## src/rtl/core/ufdpc_pkg.sv

```systemverilog
// shared types and constants for the uart frame deframer with pin cache
// no dependencies
package ufdpc_pkg;

  localparam logic [1:0] OP_BYTE   = 2'd0;
  localparam logic [1:0] OP_READ   = 2'd1;
  localparam logic [1:0] OP_FLUSH  = 2'd2;
  localparam logic [1:0] OP_UNUSED = 2'd3;

  localparam logic [2:0] KIND_ACCEPT  = 3'd0;
  localparam logic [2:0] KIND_BAD_TRL = 3'd1;
  localparam logic [2:0] KIND_BAD_LEN = 3'd2;
  localparam logic [2:0] KIND_NO_SOF  = 3'd3;
  localparam logic [2:0] KIND_PIN_RD  = 3'd4;
  localparam logic [2:0] KIND_FLUSHED = 3'd5;

  localparam logic [7:0] START_BYTE = 8'h53;
  localparam logic [7:0] CR_BYTE    = 8'h0D;
  localparam logic [7:0] LF_BYTE    = 8'h0A;
  localparam logic [7:0] CMD_DIR    = 8'h44;
  localparam logic [7:0] CMD_READ   = 8'h52;
  localparam logic [7:0] CMD_OUT    = 8'h4F;
  localparam logic [7:0] CMD_CFG    = 8'h43;
  localparam logic [7:0] CMD_INFO   = 8'h69;

  localparam int FRAME_OVH   = 5;
  localparam int MAX_RESULTS = 32;
  localparam int CNT_W       = 6;

  localparam logic [2:0] REG_NUM_PINS = 3'd0;

  typedef struct packed {
    logic [2:0] kind;
    logic [7:0] cmd;
    logic [7:0] payload_len;
    logic [7:0] pin_out;
    logic [7:0] value;
    logic [7:0] direction;
    logic       table_updated;
    logic       known_cmd;
  } evt_t;

  typedef struct packed {
    logic       dir_we;
    logic       val_we;
    logic [7:0] pin;
    logic [7:0] data;
  } cache_wr_t;

  typedef struct packed {
    logic       rd_en;
    logic [4:0] pin;
  } cache_rd_t;

endpackage

```

## src/rtl/core/uart_frame_deframer_pin_cache_top.sv

```systemverilog
// order: a flush result goes from the pending register to the output register, a pin read
// first through the registered pin cache read; a received byte stalls the input while the
// scan skips bytes before a start byte, stops at a frame still incomplete, drops each frame
// failing its trailer and accepts complete ones; flow: one transaction at a time, the scan
// reads through the single read port of the byte buffer memory; output stalls lengthen it
// reset: synchronous active low, empties the buffer and clears the pin caches, num_pins = 32
module uart_frame_deframer_pin_cache_top #(
  parameter int BUF_BYTES = 64,
  parameter int NUM_PINS  = 32
) (
  input  logic        clk,
  input  logic        rst_n,
  input  logic        cfg_psel,
  input  logic        cfg_penable,
  input  logic        cfg_pwrite,
  input  logic [2:0]  cfg_paddr,
  input  logic [31:0] cfg_pwdata,
  output logic [31:0] cfg_prdata,
  output logic        cfg_pready,
  input  logic        in_valid,
  output logic        in_stall,
  input  logic [1:0]  in_op,
  input  logic [7:0]  in_rx_byte,
  input  logic [4:0]  in_pin,
  output logic        out_valid,
  input  logic        out_stall,
  output logic [2:0]  out_kind,
  output logic [7:0]  out_cmd,
  output logic [7:0]  out_payload_len,
  output logic [7:0]  out_pin_out,
  output logic [7:0]  out_value,
  output logic [7:0]  out_direction,
  output logic        out_table_updated,
  output logic        out_known_cmd,
  output logic        out_last
);

  logic [5:0]           num_pins_r;
  logic                 reg_sel;
  ufdpc_pkg::cache_rd_t crd;
  ufdpc_pkg::cache_wr_t cwr;
  logic [7:0]           c_dir;
  logic [7:0]           c_val;
  logic                 start;
  logic                 evt_valid;
  ufdpc_pkg::evt_t      evt;
  logic                 flush;
  logic                 emit_ok;
  logic                 flush_done;
  ufdpc_pkg::evt_t      out_evt;

  assign reg_sel    = (cfg_paddr[2] == ufdpc_pkg::REG_NUM_PINS[0]);
  assign cfg_pready = 1'b1;
  assign cfg_prdata = reg_sel ? {26'd0, num_pins_r} : 32'd0;

  always_ff @(posedge clk) begin
    if (!rst_n) begin
      num_pins_r <= 6'd32;
    end else if (cfg_psel && cfg_penable && cfg_pwrite && reg_sel) begin
      num_pins_r <= cfg_pwdata[5:0];
    end
  end

  ufdpc_scan #(
    .BUF_BYTES (BUF_BYTES),
    .NUM_PINS  (NUM_PINS)
  ) u_scan (
    .clk        (clk),
    .rst_n      (rst_n),
    .in_valid   (in_valid),
    .in_stall   (in_stall),
    .in_op      (in_op),
    .in_rx_byte (in_rx_byte),
    .in_pin     (in_pin),
    .num_pins   (num_pins_r),
    .crd        (crd),
    .cwr        (cwr),
    .c_dir      (c_dir),
    .c_val      (c_val),
    .start      (start),
    .evt_valid  (evt_valid),
    .evt        (evt),
    .flush      (flush),
    .emit_ok    (emit_ok),
    .flush_done (flush_done)
  );

  ufdpc_cache #(
    .NUM_PINS (NUM_PINS)
  ) u_cache (
    .clk    (clk),
    .rst_n  (rst_n),
    .rd     (crd),
    .wr     (cwr),
    .rd_dir (c_dir),
    .rd_val (c_val)
  );

  ufdpc_outq u_outq (
    .clk        (clk),
    .rst_n      (rst_n),
    .start      (start),
    .evt_valid  (evt_valid),
    .evt        (evt),
    .flush      (flush),
    .emit_ok    (emit_ok),
    .flush_done (flush_done),
    .out_valid  (out_valid),
    .out_stall  (out_stall),
    .out_evt    (out_evt),
    .out_last   (out_last)
  );

  assign out_kind          = out_evt.kind;
  assign out_cmd           = out_evt.cmd;
  assign out_payload_len   = out_evt.payload_len;
  assign out_pin_out       = out_evt.pin_out;
  assign out_value         = out_evt.value;
  assign out_direction     = out_evt.direction;
  assign out_table_updated = out_evt.table_updated;
  assign out_known_cmd     = out_evt.known_cmd;

endmodule

```

## src/rtl/core/ufdpc_cache.sv

```systemverilog
// per-pin direction and value cache memories with valid bits
// depends on ufdpc_pkg
module ufdpc_cache #(
  parameter int NUM_PINS = 32
) (
  input  logic                 clk,
  input  logic                 rst_n,
  input  ufdpc_pkg::cache_rd_t rd,
  input  ufdpc_pkg::cache_wr_t wr,
  output logic [7:0]           rd_dir,
  output logic [7:0]           rd_val
);

  localparam int PW = (NUM_PINS > 1) ? $clog2(NUM_PINS) : 1;

  logic [7:0]          dir_mem [NUM_PINS];
  logic [7:0]          val_mem [NUM_PINS];
  logic [NUM_PINS-1:0] dir_vld_r;
  logic [NUM_PINS-1:0] val_vld_r;
  logic [7:0]          dir_q_r;
  logic [7:0]          val_q_r;
  logic                dv_r;
  logic                vv_r;
  logic [PW-1:0]       ra;
  logic [PW-1:0]       wa;
  logic                rd_in;

  assign ra    = PW'({3'd0, rd.pin});
  assign wa    = PW'(wr.pin);
  assign rd_in = ({4'd0, rd.pin} < 9'(NUM_PINS));

  always_ff @(posedge clk) begin
    if (wr.dir_we) begin
      dir_mem[wa] <= wr.data;
    end
    if (wr.val_we) begin
      val_mem[wa] <= wr.data;
    end
    if (rd.rd_en) begin
      dir_q_r <= dir_mem[ra];
      val_q_r <= val_mem[ra];
    end
  end

  always_ff @(posedge clk) begin
    if (!rst_n) begin
      dir_vld_r <= '0;
      val_vld_r <= '0;
      dv_r      <= 1'b0;
      vv_r      <= 1'b0;
    end else begin
      if (wr.dir_we) begin
        dir_vld_r[wa] <= 1'b1;
      end
      if (wr.val_we) begin
        val_vld_r[wa] <= 1'b1;
      end
      if (rd.rd_en) begin
        dv_r <= rd_in && dir_vld_r[ra];
        vv_r <= rd_in && val_vld_r[ra];
      end
    end
  end

  assign rd_dir = dv_r ? dir_q_r : 8'd0;
  assign rd_val = vv_r ? val_q_r : 8'd0;

endmodule

```

## src/rtl/core/ufdpc_outq.sv

```systemverilog
// result holding stage and output register, marks the last result of a transaction
// depends on ufdpc_pkg
module ufdpc_outq (
  input  logic            clk,
  input  logic            rst_n,
  input  logic            start,
  input  logic            evt_valid,
  input  ufdpc_pkg::evt_t evt,
  input  logic            flush,
  output logic            emit_ok,
  output logic            flush_done,
  output logic            out_valid,
  input  logic            out_stall,
  output ufdpc_pkg::evt_t out_evt,
  output logic            out_last
);

  ufdpc_pkg::evt_t pend_r, pend_nxt;
  logic            pend_vld_r, pend_vld_nxt;
  ufdpc_pkg::evt_t oevt_r, oevt_nxt;
  logic            olast_r, olast_nxt;
  logic            ovld_r, ovld_nxt;
  logic [ufdpc_pkg::CNT_W-1:0] cnt_r, cnt_nxt, cnt_eff;
  logic            out_free;
  logic            push;

  assign out_free   = !ovld_r || !out_stall;
  assign emit_ok    = !pend_vld_r || out_free;
  assign flush_done = !pend_vld_r;
  assign cnt_eff    = start ? '0 : cnt_r;
  assign push       = evt_valid && (cnt_eff < ufdpc_pkg::CNT_W'(ufdpc_pkg::MAX_RESULTS));

  always_comb begin
    pend_nxt     = pend_r;
    pend_vld_nxt = pend_vld_r;
    oevt_nxt     = oevt_r;
    olast_nxt    = olast_r;
    ovld_nxt     = ovld_r;
    cnt_nxt      = cnt_eff;
    if (ovld_r && !out_stall) begin
      ovld_nxt = 1'b0;
    end
    if (push) begin
      cnt_nxt = cnt_eff + 1'b1;
      if (pend_vld_r) begin
        oevt_nxt  = pend_r;
        olast_nxt = 1'b0;
        ovld_nxt  = 1'b1;
      end
      pend_nxt     = evt;
      pend_vld_nxt = 1'b1;
    end else if (flush && pend_vld_r && out_free) begin
      oevt_nxt     = pend_r;
      olast_nxt    = 1'b1;
      ovld_nxt     = 1'b1;
      pend_vld_nxt = 1'b0;
    end
  end

  always_ff @(posedge clk) begin
    if (!rst_n) begin
      pend_vld_r <= 1'b0;
      ovld_r     <= 1'b0;
      cnt_r      <= '0;
    end else begin
      pend_vld_r <= pend_vld_nxt;
      ovld_r     <= ovld_nxt;
      cnt_r      <= cnt_nxt;
    end
  end

  always_ff @(posedge clk) begin
    pend_r  <= pend_nxt;
    oevt_r  <= oevt_nxt;
    olast_r <= olast_nxt;
  end

  assign out_valid = ovld_r;
  assign out_evt   = oevt_r;
  assign out_last  = olast_r;

`ifndef SYNTHESIS
  a_cnt_cap: assert property (@(posedge clk) disable iff (!rst_n)
    cnt_r <= ufdpc_pkg::CNT_W'(ufdpc_pkg::MAX_RESULTS))
    else $error("result count over limit");
  a_flush_last: assert property (@(posedge clk) disable iff (!rst_n)
    (flush && !evt_valid && pend_vld_r && out_free) |=> (ovld_r && olast_r && !pend_vld_r))
    else $error("pending result not released as last");
  a_out_hold: assert property (@(posedge clk) disable iff (!rst_n)
    (ovld_r && out_stall) |=> (ovld_r && $stable(oevt_r) && $stable(olast_r)))
    else $error("stalled result changed");
`endif

endmodule

```

## src/rtl/core/ufdpc_scan.sv

```systemverilog
// byte buffer memory and frame scan sequencer
// depends on ufdpc_pkg
module ufdpc_scan #(
  parameter int BUF_BYTES = 64,
  parameter int NUM_PINS  = 32
) (
  input  logic                 clk,
  input  logic                 rst_n,
  input  logic                 in_valid,
  output logic                 in_stall,
  input  logic [1:0]           in_op,
  input  logic [7:0]           in_rx_byte,
  input  logic [4:0]           in_pin,
  input  logic [5:0]           num_pins,
  output ufdpc_pkg::cache_rd_t crd,
  output ufdpc_pkg::cache_wr_t cwr,
  input  logic [7:0]           c_dir,
  input  logic [7:0]           c_val,
  output logic                 start,
  output logic                 evt_valid,
  output ufdpc_pkg::evt_t      evt,
  output logic                 flush,
  input  logic                 emit_ok,
  input  logic                 flush_done
);

  localparam int AW = $clog2(BUF_BYTES);
  localparam int CW = $clog2(BUF_BYTES + 1);
  localparam int LW = (CW > 9) ? CW : 9;

  localparam logic [3:0] S_IDLE  = 4'd0;
  localparam logic [3:0] S_SCAN  = 4'd1;
  localparam logic [3:0] S_START = 4'd2;
  localparam logic [3:0] S_LEN   = 4'd3;
  localparam logic [3:0] S_T1    = 4'd4;
  localparam logic [3:0] S_T2    = 4'd5;
  localparam logic [3:0] S_CMD   = 4'd6;
  localparam logic [3:0] S_PIN   = 4'd7;
  localparam logic [3:0] S_VAL   = 4'd8;
  localparam logic [3:0] S_PRD   = 4'd9;
  localparam logic [3:0] S_FIN   = 4'd10;

  logic [7:0]    buf_mem [BUF_BYTES];
  logic [3:0]    state_r, state_nxt;
  logic [AW-1:0] head_r, head_nxt;
  logic [CW-1:0] fill_r, fill_nxt;
  logic [AW-1:0] rd_addr_r, rd_addr_nxt;
  logic [7:0]    rdata_r;
  logic [7:0]    dlen_r, dlen_nxt;
  logic [7:0]    cmd_r, cmd_nxt;
  logic [7:0]    pin_r, pin_nxt;
  logic          cr_ok_r, cr_ok_nxt;
  logic          wr_en;
  logic [AW-1:0] wr_addr;
  logic [LW-1:0] fill_w;
  logic [LW-1:0] flen_rd;
  logic [LW-1:0] flen_d;
  logic          upd_ok;

  function automatic logic [AW-1:0] addr_of(input logic [AW-1:0] hd, input logic [LW-1:0] idx);
    logic [LW:0] s;
    s = (LW+1)'(hd) + (LW+1)'(idx);
    if (s >= (LW+1)'(BUF_BYTES)) begin
      s = s - (LW+1)'(BUF_BYTES);
    end
    return s[AW-1:0];
  endfunction

  assign fill_w  = LW'(fill_r);
  assign flen_rd = LW'(rdata_r) + LW'(ufdpc_pkg::FRAME_OVH);
  assign flen_d  = LW'(dlen_r) + LW'(ufdpc_pkg::FRAME_OVH);
  assign upd_ok  = (dlen_r == 8'd2) && (pin_r < {2'd0, num_pins})
                   && ({1'b0, pin_r} < 9'(NUM_PINS));
  assign in_stall = (state_r != S_IDLE);

  always_comb begin
    state_nxt   = state_r;
    head_nxt    = head_r;
    fill_nxt    = fill_r;
    rd_addr_nxt = rd_addr_r;
    dlen_nxt    = dlen_r;
    cmd_nxt     = cmd_r;
    pin_nxt     = pin_r;
    cr_ok_nxt   = cr_ok_r;
    wr_en       = 1'b0;
    wr_addr     = addr_of(head_r, fill_w);
    crd         = '0;
    cwr         = '0;
    cwr.pin     = pin_r;
    cwr.data    = rdata_r;
    start       = 1'b0;
    evt_valid   = 1'b0;
    evt         = '0;
    flush       = 1'b0;
    case (state_r)
      S_IDLE: begin
        if (in_valid) begin
          start = 1'b1;
          case (in_op)
            ufdpc_pkg::OP_BYTE: begin
              if (fill_w == LW'(BUF_BYTES)) begin
                fill_nxt  = '0;
                evt_valid = 1'b1;
                evt.kind  = ufdpc_pkg::KIND_FLUSHED;
                state_nxt = S_FIN;
              end else begin
                wr_en     = 1'b1;
                fill_nxt  = fill_r + 1'b1;
                state_nxt = S_SCAN;
              end
            end
            ufdpc_pkg::OP_READ: begin
              crd.rd_en = 1'b1;
              crd.pin   = in_pin;
              pin_nxt   = {3'd0, in_pin};
              state_nxt = S_PRD;
            end
            ufdpc_pkg::OP_FLUSH: begin
              fill_nxt  = '0;
              evt_valid = 1'b1;
              evt.kind  = ufdpc_pkg::KIND_FLUSHED;
              state_nxt = S_FIN;
            end
            default: begin
              state_nxt = S_IDLE;
            end
          endcase
        end
      end
      S_SCAN: begin
        if (fill_w >= LW'(ufdpc_pkg::FRAME_OVH)) begin
          rd_addr_nxt = head_r;
          state_nxt   = S_START;
        end else begin
          state_nxt = S_FIN;
        end
      end
      S_START: begin
        if (emit_ok) begin
          if (rdata_r == ufdpc_pkg::START_BYTE) begin
            if (fill_w < LW'(ufdpc_pkg::FRAME_OVH)) begin
              state_nxt = S_FIN;
            end else begin
              rd_addr_nxt = addr_of(head_r, LW'(2));
              state_nxt   = S_LEN;
            end
          end else if (fill_w == LW'(1)) begin
            fill_nxt  = '0;
            evt_valid = 1'b1;
            evt.kind  = ufdpc_pkg::KIND_NO_SOF;
            state_nxt = S_FIN;
          end else begin
            head_nxt    = addr_of(head_r, LW'(1));
            fill_nxt    = fill_r - 1'b1;
            rd_addr_nxt = addr_of(head_r, LW'(1));
          end
        end
      end
      S_LEN: begin
        if (emit_ok) begin
          dlen_nxt = rdata_r;
          if (flen_rd > LW'(BUF_BYTES)) begin
            fill_nxt  = '0;
            evt_valid = 1'b1;
            evt.kind  = ufdpc_pkg::KIND_BAD_LEN;
            state_nxt = S_FIN;
          end else if (fill_w < flen_rd) begin
            state_nxt = S_FIN;
          end else begin
            rd_addr_nxt = addr_of(head_r, flen_rd - LW'(2));
            state_nxt   = S_T1;
          end
        end
      end
      S_T1: begin
        cr_ok_nxt   = (rdata_r == ufdpc_pkg::CR_BYTE);
        rd_addr_nxt = addr_of(head_r, flen_d - LW'(1));
        state_nxt   = S_T2;
      end
      S_T2: begin
        if (emit_ok) begin
          if (!cr_ok_r || rdata_r != ufdpc_pkg::LF_BYTE) begin
            head_nxt  = addr_of(head_r, LW'(1));
            fill_nxt  = fill_r - 1'b1;
            evt_valid = 1'b1;
            evt.kind  = ufdpc_pkg::KIND_BAD_TRL;
            state_nxt = S_SCAN;
          end else begin
            rd_addr_nxt = addr_of(head_r, LW'(1));
            state_nxt   = S_CMD;
          end
        end
      end
      S_CMD: begin
        cmd_nxt     = rdata_r;
        rd_addr_nxt = addr_of(head_r, LW'(3));
        state_nxt   = S_PIN;
      end
      S_PIN: begin
        pin_nxt     = rdata_r;
        rd_addr_nxt = addr_of(head_r, LW'(4));
        state_nxt   = S_VAL;
      end
      S_VAL: begin
        if (emit_ok) begin
          evt_valid       = 1'b1;
          evt.kind        = ufdpc_pkg::KIND_ACCEPT;
          evt.cmd         = cmd_r;
          evt.payload_len = dlen_r;
          evt.pin_out     = pin_r;
          evt.value       = rdata_r;
          if (cmd_r == ufdpc_pkg::CMD_DIR) begin
            evt.known_cmd     = 1'b1;
            evt.direction     = rdata_r;
            evt.table_updated = upd_ok;
            cwr.dir_we        = upd_ok;
          end else if (cmd_r inside {ufdpc_pkg::CMD_READ, ufdpc_pkg::CMD_OUT}) begin
            evt.known_cmd     = 1'b1;
            evt.table_updated = upd_ok;
            cwr.val_we        = upd_ok;
          end else if (cmd_r inside {ufdpc_pkg::CMD_CFG, ufdpc_pkg::CMD_INFO}) begin
            evt.known_cmd = 1'b1;
          end
          head_nxt  = addr_of(head_r, flen_d);
          fill_nxt  = CW'(fill_w - flen_d);
          state_nxt = S_SCAN;
        end
      end
      S_PRD: begin
        if (emit_ok) begin
          evt_valid     = 1'b1;
          evt.kind      = ufdpc_pkg::KIND_PIN_RD;
          evt.pin_out   = pin_r;
          evt.value     = c_val;
          evt.direction = c_dir;
          state_nxt     = S_FIN;
        end
      end
      S_FIN: begin
        flush = 1'b1;
        if (flush_done) begin
          state_nxt = S_IDLE;
        end
      end
      default: begin
        state_nxt = S_IDLE;
      end
    endcase
  end

  // buffer write happens only on accept, reads are issued from later states
  always_ff @(posedge clk) begin
    if (wr_en) begin
      buf_mem[wr_addr] <= in_rx_byte;
    end
    rdata_r <= buf_mem[rd_addr_nxt];
  end

  always_ff @(posedge clk) begin
    if (!rst_n) begin
      state_r   <= S_IDLE;
      head_r    <= '0;
      fill_r    <= '0;
      rd_addr_r <= '0;
    end else begin
      state_r   <= state_nxt;
      head_r    <= head_nxt;
      fill_r    <= fill_nxt;
      rd_addr_r <= rd_addr_nxt;
    end
  end

  always_ff @(posedge clk) begin
    dlen_r  <= dlen_nxt;
    cmd_r   <= cmd_nxt;
    pin_r   <= pin_nxt;
    cr_ok_r <= cr_ok_nxt;
  end

`ifndef SYNTHESIS
  a_fill_max: assert property (@(posedge clk) disable iff (!rst_n)
    fill_w <= LW'(BUF_BYTES))
    else $error("fill count over buffer size");
  a_cache_wr_state: assert property (@(posedge clk) disable iff (!rst_n)
    (cwr.dir_we || cwr.val_we) |-> (state_r == S_VAL && !(cwr.dir_we && cwr.val_we)))
    else $error("cache write outside frame accept");
  a_evt_hold: assert property (@(posedge clk) disable iff (!rst_n)
    evt_valid |-> emit_ok)
    else $error("event raised while result path blocked");
`endif

endmodule
```

## config.mk

```make
export PLATFORM = sky130hd
export DESIGN_NAME = uart_frame_deframer_pin_cache_top
export DESIGN_NICKNAME = d
export VERILOG_FILES = /design/src/rtl/core/ufdpc_pkg.sv /design/src/rtl/core/uart_frame_deframer_pin_cache_top.sv /design/src/rtl/core/ufdpc_cache.sv /design/src/rtl/core/ufdpc_outq.sv /design/src/rtl/core/ufdpc_scan.sv
export SDC_FILE = /design/constraint.sdc
export NUM_CORES = 2
export LEC_CHECK = 0
export BUFFER_PORTS_ARGS = -buffer_cell sky130_fd_sc_hd__buf_2
export CAP_MARGIN = 20
export CORE_MARGIN = 5
export CORE_UTILIZATION = 46
export CTS_CLUSTER_SIZE = 12
export DETAILED_ROUTE_END_ITERATION = 7
export GPL_ROUTABILITY_DRIVEN = 1
export PLACE_DENSITY = 0.61
export SLEW_MARGIN = 25
export SYNTH_ARGS = -nofsm -noshare
export SYNTH_HDL_FRONTEND = slang
export SYNTH_SLANG_ARGS = --single-unit
```

## constraint.sdc

```tcl
create_clock -name clk -period 6.55 [get_ports clk]
set_clock_uncertainty 0.1 [all_clocks]
set_input_delay 1.31 -clock clk [delete_from_list [all_inputs] [get_ports clk]]
set_output_delay 1.31 -clock clk [all_outputs]
set_load 0.005 [all_outputs]
```

==> summary.txt <==
Synth
  • Mux cell area share after synthesis: 12.3%
  • Yosys reg bits: 1267
  • Post-Syn Area: around 0.054 mm2
  • Area share of the largest cell type after synthesis: 64.9%
  • Largest family of logic cells by synthesized area: multiplexers
  • Synth Flop Type: edfxtp_1
  • Post-synth top cells: 1156 x edfxtp_1, 381 x nor2_1, 347 x mux2i_1
  • Simple-gate share of the synthesized area: under 10%
  • Yosys top cell by area: edfxtp_1
  • Async SR Flop Fraction: 0%
  • Post-Synthesis Cells: 3603
  • Synth unique cells: 100
  • XOR/XNOR share of the synthesized area: less than 1%
  • Adder-Cell Fraction of Synth Area: under 10%
  • Post-synth EDFFs: 1156
  • Top-count cell post-synth: edfxtp_1
  • Syn. warnings: 0
  • Seq/Total Area, Yosys: 69.0%
  • Syn Area/Cell: 14.9 um2
  • Synth Area in Compound Gates: 7.03%
  • Area contributors post-synth: edfxtp_1 65%, mux2i_1 6.5%, dfxtp_1 4.2%

Run status
  • Status: finished, final reports clean

Floorplan
  • IO Count: 138
  • Rows: roughly 130
  • Die width: 351 um
  • Initial cell density of the core: 46.2%
  • Die Height: ~350 um
  • Die area: 0.123 mm2
  • Core ar.: 0.116 mm2

Clock network
  • CTS HTree Levels: 4
  • Setup bufs post-CTS: 0
  • TritonCTS clock tree: yes
  • # hold bufs at CTS: 0
  • Post-cts resize count: 0
  • Clock transition at path regs: about 0.060 ns
  • Sinks on Clock Net: 1267
  • Maximum clock path buffer count: 3
  • Worst-Skew Late Latency: 0.74 ns
  • CTS root buffer: clkbuf_16
  • Cts bufs inserted: 136

Power
  • Pwr Density: 416 mW/mm2
  • Pleak: 21.0 nW
  • Total power: 24.9 mW
  • Worst VDD drop: 0.363 mV

Critical path
  • Peak per-stage delay on the critical path: 0.69 ns
  • Worst Path Arrival: 6.12 ns
  • Cells along the critical path: ha_1 > nor2b_1 > nand2b_1 > ha_1 > a21oi_1 > nand2_1 > maj3_1 > o22ai_1 > nor2_1 > mux2i_1 > o22ai_4 > buf_12 > buf_12 > mux2i_1 > mux2i_1 > a22oi_1 > nand4_1 > or3_1
  • Crit path capture type: register
  • Reg-to-reg slack, setup: approximately 0.94 ns
  • Crit Path Category: register to register
  • CP Launch Type: register
  • CP required: 7.06 ns
  • Worst r2r src: u_scan.rdata_r[0]
  • Crit. Startpoint: u_scan.rdata_r[0]
  • Most Frequent Cell on Critical Path: mux2i_1
  • CP endpoint: u_scan.rdata_r[7]
  • R2R depth: 18
  • Max stage delay cell, worst path: dfxtp_4
  • CP max FO: just over 80
  • Worst reg2reg path endpoint: u_scan.rdata_r[7]

Min path
  • Min-Delay Path Class: register to register

Placement
  • Input/output buffers: 82
  • RePlAce Congestion: approximately 0.9
  • Placed cell count: between 5000 and 6000
  • Dpl ws: between 0.9 and 1 ns
  • HPWL Detailed: 79.6 mm

Routing
  • Vias: 30500
  • DRC violations left: 0
  • Number of DRC markers in iteration 0: 2724
  • Vias per cell: 5.74
  • Antenna Nets Post-Route: 0
  • WL per Instance: 24.4 um
  • Met3 WL post-DR: 8.46 mm
  • M1 wire length: 57.5 mm
  • Top Metal Used: met4
  • Pre-antenna DRT Iters: 7
  • Routed WL: 129 mm
  • Metal2 WL: 60.2 mm

Global route
  • Gr ovfl total: 0
  • Vias in the first global route: 30000
  • Antenna violations before repair: 0
  • Largest net degree at the start of global routing: 82
  • All-Layer GR Usage: 20.8%
  • First-pass GRT wire length: 193 mm

STA
  • Relative slew slack: 30.6%
  • Period Utilization, post-route: around 86%
  • Final hold violations: 0
  • Worst Tran Pin Value: 1.04 ns
  • Final WS setup: around 0.94 ns
  • Setup_tns: 0 ns
  • # setup viols final: 0
  • Unrepaired setup endpoints after global routing: no
  • Period minus WS final: around 5.6 ns
  • Pins over their slew limit: 0
  • Maximum clock rate: 178 MHz

Cells and area
  • Final cell count without fillers: 5311
  • # fillers: 9673
  • Fraction of layout cells with a size suffix above 1: between 10% and 20%
  • Synth-to-Final Area Change: 11.7%
  • Antenna cells: 0
  • Final net count: 3795

Run
  • Number of max-cap violations: 0
## through the flow
step | hold slack, ns | area (um2) | utilization (%)
floorplan | 0.300 | 53600 | -
global placement | 0.301 | 55500 | 47.9
detailed placement | 0.305 | 55500 | 47.9
CTS | 0.314 | 59800 | 51.6
global route | 0.322 | 59800 | 51.6
finish | 0.311 | 59800 | 51.6
## worst min path at each step
stage | end | cells past startpoint | startpoint | slack (ns)
6_report | u_outq.out_evt[26] | 0 | u_outq.pend_r[26] | 0.31
5_1_grt | u_outq.out_evt[22] | 0 | u_outq.pend_r[22] | 0.32
4_1_cts | u_outq.out_evt[36] | 0 | u_outq.pend_r[36] | 0.31
3_5_place_dp | u_outq.out_evt[36] | 0 | u_outq.pend_r[36] | 0.30
3_3_place_gp | u_outq.out_evt[1] | 0 | u_outq.pend_r[1] | 0.30
2_1_floorplan | u_outq.out_evt[0] | 0 | u_outq.pend_r[0] | 0.30
## cell usage in the layout (no fill, tap or decap), types with 15 or more instances in the layout
cell and instances:
nor2_1 381, mux2i_1 347, a22oi_1 36, nand4_1 31
or3_1 15, clkbuf_16 138, xor2_1 24, xnor2_1 27
mux4_2 78, o21ai_0 230, nand2_1 218, clkbuf_1 55
buf_4 63, o211ai_1 82, a21oi_1 63, a21o_1 19
inv_1 36, ha_1 52, and2_1 22, a22o_1 17
buf_2 80, mux2_2 117, nand3_1 33, dfxtp_1 103
o2111ai_1 19, and3_1 30, edfxtp_1 1156, conb_1 27
nor3_1 18
## worst max-delay path, delay by kind of cell (launching register included)
| kind | cells | cell delay (ns) |
|---|---|---|
| adders and majority gates | 3 | 1.00 |
| DFF | 1 | 0.69 |
| muxes | 3 | 0.60 |
| AOI/OAI and AO/OA | 4 | 0.97 |
| buffers and inverters | 2 | 0.61 |
| and+or+nand+nor | 6 | 1.33 |
## metal layers
layer	vias to the layer above	track usage, %
met5	-	0
met4	0	6.04
met3	212	3.34
met2	1004	32.9
met1	15400	30.1
li1	13900	-
## registers in the layout, summed over array words and instances (netlist names), 7 cells and up
name and flops:
u_cache.dir_q_r 8, u_cache.val_vld_r 32, u_outq.pend_r 45, u_scan.cmd_r 8, u_scan.dlen_r 8, u_cache.dir_vld_r 32
u_cache.val_q_r 8, u_scan.fill_r 7, u_scan.buf_mem 512, u_cache.val_mem 256, u_outq.out_evt 45, u_scan.pin_r 8
u_cache.dir_mem 256, u_scan.rdata_r 8
## area by class of cell
| type | instances | area (um2) | share of cell area [%] |
|---|---|---|---|
| clock buffer | 199 | 3740 | 6.26 |
| clock inverter | 45 | 505 | 0.846 |
| inverter | 40 | 153 | 0.255 |
| multi-input combinational | 2086 | 15500 | 25.9 |
| sequential | 1267 | 37000 | 61.9 |
| tap | 1524 | 1910 | 3.19 |
| timing repair buffer | 150 | 1000 | 1.68 |
## power by group
| part | leakage, nW | switching [mW] | internal (mW) |
|---|---|---|---|
| Combinational | 7.60 | 4.74 | 2.61 |
| Clock | 2.06 | 3.10 | 4.23 |
| Sequential | 11.3 | 0.458 | 9.72 |
| Total | 21.0 | 8.30 | 16.6 |
## kinds of logic (layout without fill, tap and decap cells)
family	count (synthesis)	count (layout)
fa+ha+maj	58	58
other cells	2	27
xor+xnor	51	51
compound gates	575	575
flops	1267	1267
buf+inv	275	434
simple gates	832	832
mux	543	543
Note: power is estimated with default switching activity, not from simulation.
